===== src/rtl/eabu_pkg.sv =====
// Package with opcodes, error codes and front-to-back queue types for the ALU and branch unit
`timescale 1ns / 1ps
`default_nettype none
package eabu_pkg;
    localparam logic [4:0] OP_MOV = 5'd0;
    localparam logic [4:0] OP_LEA = 5'd1;
    localparam logic [4:0] OP_XCHG = 5'd2;
    localparam logic [4:0] OP_CMP = 5'd3;
    localparam logic [4:0] OP_ADD = 5'd4;
    localparam logic [4:0] OP_SUB = 5'd5;
    localparam logic [4:0] OP_MUL = 5'd6;
    localparam logic [4:0] OP_DIV = 5'd7;
    localparam logic [4:0] OP_NEG = 5'd8;
    localparam logic [4:0] OP_INC = 5'd9;
    localparam logic [4:0] OP_DEC = 5'd10;
    localparam logic [4:0] OP_JMP = 5'd11;
    localparam logic [4:0] OP_JE = 5'd12;
    localparam logic [4:0] OP_JNE = 5'd13;
    localparam logic [4:0] OP_JG = 5'd14;
    localparam logic [4:0] OP_JGE = 5'd15;
    localparam logic [4:0] OP_JL = 5'd16;
    localparam logic [4:0] OP_JLE = 5'd17;
    localparam logic [4:0] OP_NOT = 5'd18;
    localparam logic [4:0] OP_AND = 5'd19;
    localparam logic [4:0] OP_OR = 5'd20;
    localparam logic [4:0] OP_XOR = 5'd21;
    localparam logic [4:0] OP_SHL = 5'd22;
    localparam logic [4:0] OP_SHR = 5'd23;

    localparam logic [1:0] ERR_NONE = 2'd0;
    localparam logic [1:0] ERR_ILLEGAL = 2'd1;
    localparam logic [1:0] ERR_DIVZERO = 2'd2;

    typedef struct packed {
        logic [4:0] opcode;
        logic       illegal;
        logic       cond;
    } eabu_class_t;
endpackage
`default_nettype wire


===== src/rtl/eabu_front.sv =====
// Front part: rights check, branch condition and a two-entry queue toward the back part
`timescale 1ns / 1ps
`default_nettype none
module eabu_front #(
    parameter int DATA_WIDTH = 32
) (
    input  wire logic                  aclk,
    input  wire logic                  aresetn,
    input  wire logic                  in_valid,
    output logic                       in_ready,
    input  wire logic [4:0]            opcode,
    input  wire logic [DATA_WIDTH-1:0] in_a,
    input  wire logic [DATA_WIDTH-1:0] in_b,
    input  wire logic [DATA_WIDTH-1:0] in_addr,
    input  wire logic                  first_writable,
    input  wire logic                  first_readable,
    input  wire logic                  second_writable,
    input  wire logic                  second_readable,
    input  wire logic                  second_addressable,
    input  wire logic                  flag_zero,
    input  wire logic                  flag_sign,
    input  wire logic                  flag_overflow,
    output logic                       out_valid,
    input  wire logic                  out_ready,
    output eabu_pkg::eabu_class_t      out_cls,
    output logic [DATA_WIDTH-1:0]      out_a,
    output logic [DATA_WIDTH-1:0]      out_b,
    output logic [DATA_WIDTH-1:0]      out_addr
);
    localparam int W = DATA_WIDTH;

    logic                  ok;
    logic                  so;
    eabu_pkg::eabu_class_t cls;
    eabu_pkg::eabu_class_t cls_reg  [2];
    logic [W-1:0]          a_reg    [2];
    logic [W-1:0]          b_reg    [2];
    logic [W-1:0]          addr_reg [2];
    logic                  wptr_reg;
    logic                  rptr_reg;
    logic [1:0]            count_reg;
    logic [1:0]            count_next;
    logic                  push;
    logic                  pop;

    assign so = (flag_sign == flag_overflow);

    always_comb begin
        cls.opcode = opcode;
        cls.cond   = 1'b0;
        unique case (opcode) inside
            eabu_pkg::OP_MOV, eabu_pkg::OP_ADD, eabu_pkg::OP_SUB, eabu_pkg::OP_MUL,
            eabu_pkg::OP_DIV, eabu_pkg::OP_AND, eabu_pkg::OP_OR, eabu_pkg::OP_XOR,
            eabu_pkg::OP_SHL, eabu_pkg::OP_SHR: ok = first_writable & second_readable;
            eabu_pkg::OP_LEA: ok = first_writable & second_addressable;
            eabu_pkg::OP_XCHG: ok = first_writable & second_writable;
            eabu_pkg::OP_NEG, eabu_pkg::OP_INC, eabu_pkg::OP_DEC,
            eabu_pkg::OP_NOT: ok = first_writable;
            eabu_pkg::OP_CMP, eabu_pkg::OP_JMP, eabu_pkg::OP_JE, eabu_pkg::OP_JNE,
            eabu_pkg::OP_JG, eabu_pkg::OP_JGE, eabu_pkg::OP_JL,
            eabu_pkg::OP_JLE: ok = first_readable;
            default: ok = 1'b1;
        endcase
        unique case (opcode)
            eabu_pkg::OP_JMP: cls.cond = 1'b1;
            eabu_pkg::OP_JE:  cls.cond = flag_zero;
            eabu_pkg::OP_JNE: cls.cond = ~flag_zero;
            eabu_pkg::OP_JG:  cls.cond = ~flag_zero & so;
            eabu_pkg::OP_JGE: cls.cond = flag_zero | so;
            eabu_pkg::OP_JL:  cls.cond = ~flag_zero & ~so;
            eabu_pkg::OP_JLE: cls.cond = flag_zero | ~so;
            default:          cls.cond = 1'b0;
        endcase
        cls.illegal = ~ok;
    end

    assign push      = in_valid & in_ready;
    assign pop       = out_valid & out_ready;
    assign in_ready  = (count_reg != 2'd2);
    assign out_valid = (count_reg != 2'd0);
    assign out_cls   = cls_reg[rptr_reg];
    assign out_a     = a_reg[rptr_reg];
    assign out_b     = b_reg[rptr_reg];
    assign out_addr  = addr_reg[rptr_reg];

    always_comb begin
        case ({push, pop})
            2'b10:   count_next = count_reg + 2'd1;
            2'b01:   count_next = count_reg - 2'd1;
            default: count_next = count_reg;
        endcase
    end

    always_ff @(posedge aclk) begin
        if (!aresetn) begin
            wptr_reg  <= 1'b0;
            rptr_reg  <= 1'b0;
            count_reg <= 2'd0;
        end else begin
            if (push) wptr_reg <= ~wptr_reg;
            if (pop) rptr_reg <= ~rptr_reg;
            count_reg <= count_next;
        end
    end

    always_ff @(posedge aclk) begin
        if (push) begin
            cls_reg[wptr_reg]  <= cls;
            a_reg[wptr_reg]    <= in_a;
            b_reg[wptr_reg]    <= in_b;
            addr_reg[wptr_reg] <= in_addr;
        end
    end
endmodule
`default_nettype wire


===== config.mk =====
export PLATFORM = sky130hd
export DESIGN_NAME = eabu_front
export DESIGN_NICKNAME = d
export VERILOG_FILES = /design/src/rtl/eabu_pkg.sv /design/src/rtl/eabu_front.sv
export SDC_FILE = /design/constraint.sdc
export NUM_CORES = 1
export LEC_CHECK = 0
export CORE_MARGIN = 2
export CORE_UTILIZATION = 40
export DETAILED_ROUTE_END_ITERATION = 10
export DONT_BUFFER_PORTS = 1
export PLACE_DENSITY_LB_ADDON = 0.08
export SLEW_MARGIN = 20
export SYNTH_ARGS = -nofsm -noshare
export SYNTH_HDL_FRONTEND = slang
export SYNTH_SLANG_ARGS = --single-unit

===== constraint.sdc =====
create_clock -name aclk -period 5.75 [get_ports aclk]
set_clock_uncertainty 0.15 [all_clocks]
set_input_delay 0.2875 -clock aclk [delete_from_list [all_inputs] [get_ports aclk]]
set_output_delay 0.2875 -clock aclk [all_outputs]
set_load 0.01 [all_outputs]

Word-level counts from Yosys, hierarchy flattened:

Memory sizes are Yosys's and may differ from the RTL's. A register that Yosys moved wholly into a read port is not among the register bits.
Cells that the tools add are included.
W data, S select, Z words.

* register bits after elaboration: 4
* RAM bits: 206
* bits of input ports: 113
* output and inout bits: 105
* word-level logic and storage cells: 69
* memories kept: 4

Memories
* a_reg: words 2, width 32, read ports 1, clocked after memory_dff 1, wr ports 1, line eabu_front.sv:36 `logic [W-1:0] a_reg [2];`
* addr_reg: words 2, width 32, read ports 1, clocked after memory_dff 1, wr ports 1, line eabu_front.sv:38 `logic [W-1:0] addr_reg [2];`
* b_reg: words 2, width 32, read ports 1, clocked after memory_dff 1, wr ports 1, line eabu_front.sv:37 `logic [W-1:0] b_reg [2];`
* cls_reg: words 2, width 7, read ports 1, clocked after memory_dff 1, wr ports 1, line eabu_front.sv:35 `eabu_pkg::eabu_class_t cls_reg [2];`

* add/subtract/negate cells: 2
* equality and inequality tests: 27
* muxes and demuxes: 13
* bitwise logic cells: 14
* reduce and logical (&&, ||, !) cells: 6

Operators by type and width (count)
* $eq A5 B4 Y1 const B: 8
* $eq A5 B5 Y1 const B: 8
* $eq A5 B3 Y1 const B: 4
* $eq A5 B2 Y1 const B: 2
* $mux W1: 10
* $reduce_or A10 Y1: 1
* $reduce_or A8 Y1: 1
* $and A1 B1 Y1: 7
* $pmux W1 S7: 1
* $eq A5 B1 Y1 const B: 1
* $logic_not A5 Y1: 1
* $not A1 Y1: 5
* $pmux W1 S5: 1
* $pmux W2 S2: 1
* $reduce_bool A2 Y1: 2
* $reduce_or A4 Y1: 1
* $add A2 B1 Y2 const B: 1
* $eq A2 B1 Y1 const B: 1
* $eq A2 B2 Y1 const B: 1
* $ne A2 B2 Y1 const B: 1
* $or A1 B1 Y1: 2
* $sub A2 B1 Y2 const B: 1
* $eq A1 B1 Y1: 1

Logic depth before layout (Yosys ltp):

* word-level depth: 4
* mapped depth: 6
* gate-level depth less buffers: 6

Least setup slack after synthesis:

Ideal clock, no wire load.

* path type: reg-to-reg
* from: register count_reg[0]
* to: memory a_reg[0][0] in the netlist's numbering (enable)
* library setup time: 566 ps
* arrival: 4977 ps
* required time: 5034 ps
* setup slack: 57 ps
* cell stages (with the launch flop): 4
* buffers on the path: 0
* clock period less this slack: 5693 ps
* cells stage by stage: dfxtp_1 -> nand2b_1 -> nand2_1 -> nor2_1

* longest elaborated chain between the ends: 4

Ends and longest elaborated chain
* start: declaration: line eabu_front.sv:41 `logic [1:0] count_reg;`
* start signal: assignment: line eabu_front.sv:102 `count_reg <= count_next;`
* $ne A2 B2 Y1: line eabu_front.sv:79 `assign in_ready = (count_reg != 2'd2);`
* via in_ready: line eabu_front.sv:10 `output logic in_ready,`
* $and A1 B1 Y1: line eabu_front.sv:77 `assign push = in_valid & in_ready;`
* $mux W1: line eabu_front.sv:107 `if (push) begin`
* $mux W1 (implied by the code): line eabu_front.sv:109 `a_reg[wptr_reg] <= in_a;`
* end: declaration: line eabu_front.sv:36

The timed path passes the listed nets, and every way through them passes these cells.

==> impl_metrics.tcl <==
set metrics [dict create \
    antenna_left 0 \
    die_h_um 144 \
    worstSetupStartpointType "register" \
    status "finished clean" \
    hold_viol_final 0 \
    nNetsFinal 611 \
    pwr-share-clk_pct 31.9 \
    power_leakage_uw 0.00328 \
    worst_pin_slew_ns 0.751 \
    max_stage_delay_ns 0.82 \
    num_vias 3784 \
    grt_remaining_overflow 0 \
    hp-class "primary input to register" \
    final_util_pct 51.4 \
    dr.pass1.iters 4 \
    track_usage_pct 13.5 \
    crit_type "register to output port" \
    netlist_area_mm2 0.00788 \
    slowest_stage "dfxtp_4" \
    crit_buf_inv 1 \
    avgViaCountPerCell 4.86 \
    routed_wl_um 14500 \
    grt_pass1_vias 3984 \
    clkTransAtPathRegs_ns 0.06 \
    internal_power_uw 3240 \
    synth_nets 494 \
    syn_inst 380 \
    fmax_mhz 339 \
    cp-end-kind "output port" \
    combPwrFrac_pct 20.8 \
    setup_tns_ns 0 \
    rows 51 \
    finalCritPeriodShare_pct 51.3 \
    drive_above_1_share_pct 27.9 \
    avgSynthCellArea_um2 20.7 \
    switching_share_pct 26.7 \
    yosys-top-cells-area "edfxtp_1 79%, mux2_2 15%, dfxtp_1 1.3%" \
    synth_most_common_cell "edfxtp_1" \
    dp_hpwl_um 8960 \
    numCtsBuffers 22 \
    yosysTopAreaCell "edfxtp_1" \
    ios 218 \
    antenna_found_initial 1 \
    post_cts_buffers 0 \
    rsz0062_at_grt "no" \
    synth_warnings 0 \
    ys_async_sr_fraction_pct 0 \
    coreArea_mm2 0.0194 \
    avgRoutedWirePerCell_um 18.6 \
    synth.top_cells.by_count "206 x edfxtp_1, 103 x mux2_2, 12 x buf_2, 7 x xnor2_1, 6 x nor2_1" \
    root_buffer "clkbuf_16" \
    areaGrowthSynthToFinish_pct 26.5 \
    clk_latency_ns 0.50 \
    die_area_mm2 0.0208 \
    cts.sinks 211 \
    synth_edf_count 206 \
    yosysSeqAreaShare_pct 79.8 \
    synth-main-ff-cell "edfxtp_1" \
    port_buffers 0 \
    seqPwrFrac_pct 47.4 \
    grt_max_degree 67 \
    grt_pass1_wl_um 21500 \
    ir_drop_uv 209 \
    arrival_ns 2.51 \
    path_cells "buf_4 > mux2_2" \
    period_minus_slack_ns 2.95 \
    clockBufferDepth 3 \
    htreeDepth 1 \
    gp_congestion 0.692 \
    power.density_mw_per_mm2 444 \
    remaining_drc_errors 0 \
    drt-initial-drc-count 160 \
    initial_core_util_pct 40.6 \
    power_switching_uw 1180 \
    ys_seq_elements 211 \
    ys_types 32 \
    synth_top_area_share_pct 78.6 \
    setup_viol 0 \
    path_delay_family "flip-flops" \
    slew_headroom_pct 49.9 \
    cts_tree "built" \
    slew_violations 0 \
    critPathMaxFanout 54 \
    maxCapViolations 0 \
    nFillCells 1634 \
    die_w_um 144 \
    crit_required_ns 5.31 \
]
[final cells by class]
| type | instances | area [um2] | share of cell area [%] |
|---|---|---|---|
| antenna | 1 | 2.50 | 0.0251 |
| clock buffer | 25 | 583 | 5.85 |
| clock inverter | 15 | 145 | 1.46 |
| inverter | 1 | 3.75 | 0.0377 |
| multi-input combinational | 153 | 1510 | 15.2 |
| sequential | 211 | 6290 | 63.1 |
| tap | 265 | 332 | 3.33 |
| timing repair buffer | 108 | 1100 | 11.0 |
[final timing paths]
kind,startpoint,depth (start not counted),slack (ns),endpoint
worst max-delay path,register,2,2.80,out_b[5]
worst min-delay path,first_readable,2,0.02,cls_reg[1][1]$_DFFE_PP_
worst max register to register,count_reg[0]$_SDFFE_PN0P_,3,3.15,a_reg[1][7]$_DFFE_PP_
worst min register to register,count_reg[1]$_SDFFE_PN0P_,2,0.36,count_reg[1]$_SDFFE_PN0P_
[stage by stage]
stage / instance area [um2] / hold slack [ns] / setup slack [ns] / total power [uW] / std cells
2_1_floorplan: 7880 / 0.236 / 0.0569 / 2830 / 380
3_3_place_gp: 8170 / 0.236 / 3.06 / 2990 / 633
3_5_place_dp: 8190 / 0.236 / 3.08 / 3010 / 634
4_1_cts: 9960 / 0.00625 / 2.71 / 4500 / 778
5_1_grt: 9960 / 0.0219 / 2.62 / 4640 / 779
6_report: 9960 / 0.0201 / 2.80 / 4430 / 779
[layout by cell type (no fill, tap or decap), drive strengths merged, types with 2 or more instances in the layout]
cell type,count
a21oi,3
a221oi,2
and2,3
buf,4
bufinv,3
clkbuf,25
clkinv,12
dfxtp,5
dlygate4sd3,104
edfxtp,206
mux2,103
nand2,2
nand2b,4
nor2,6
nor2b,2
o21ai,5
xnor2,7
[kinds of logic (layout without fill, tap and decap cells)]
group	after synthesis	after routing	synth area share, %
compound gates	18	18	1.59
xor+xnor	7	7	0.779
fa+ha+maj	1	1	0.159
buf+inv	16	149	1.14
flops	211	211	79.8
mux	103	103	14.7
other cells	0	1	0
simple gates	24	24	1.78
[worst reg2reg max path, delay by kind of cell (launching register included)]
family        cells  cell delay (ns)
simple gates      2             0.93
buf+inv           1             0.73
flops             1             0.38
[per-layer routing]
layer	track usage (%)	up-vias	routed length, um
met3	5.93	23	1540
met2	23.6	147	7330
met1	14.8	1875	5400
met4	4.04	0	251
met5	0	-	0
li1	-	1739	-
[power groups by stage]
stage	logic, uW	registers [uW]	clock network [uW]
after floorplan	738	2090	0
after global placement	867	2130	0
after detailed placement	875	2140	0
after CTS	946	2100	1450
after global routing	990	2130	1520
final	919	2100	1410
[what timing repair did]
item / 4_1_cts / 5_1_grt
resized for setup: 0 / 0
endpoints found under the hold margin: 211 / 0
hold buffers: 104 / 0
Power figures use the tool's default switching activity.
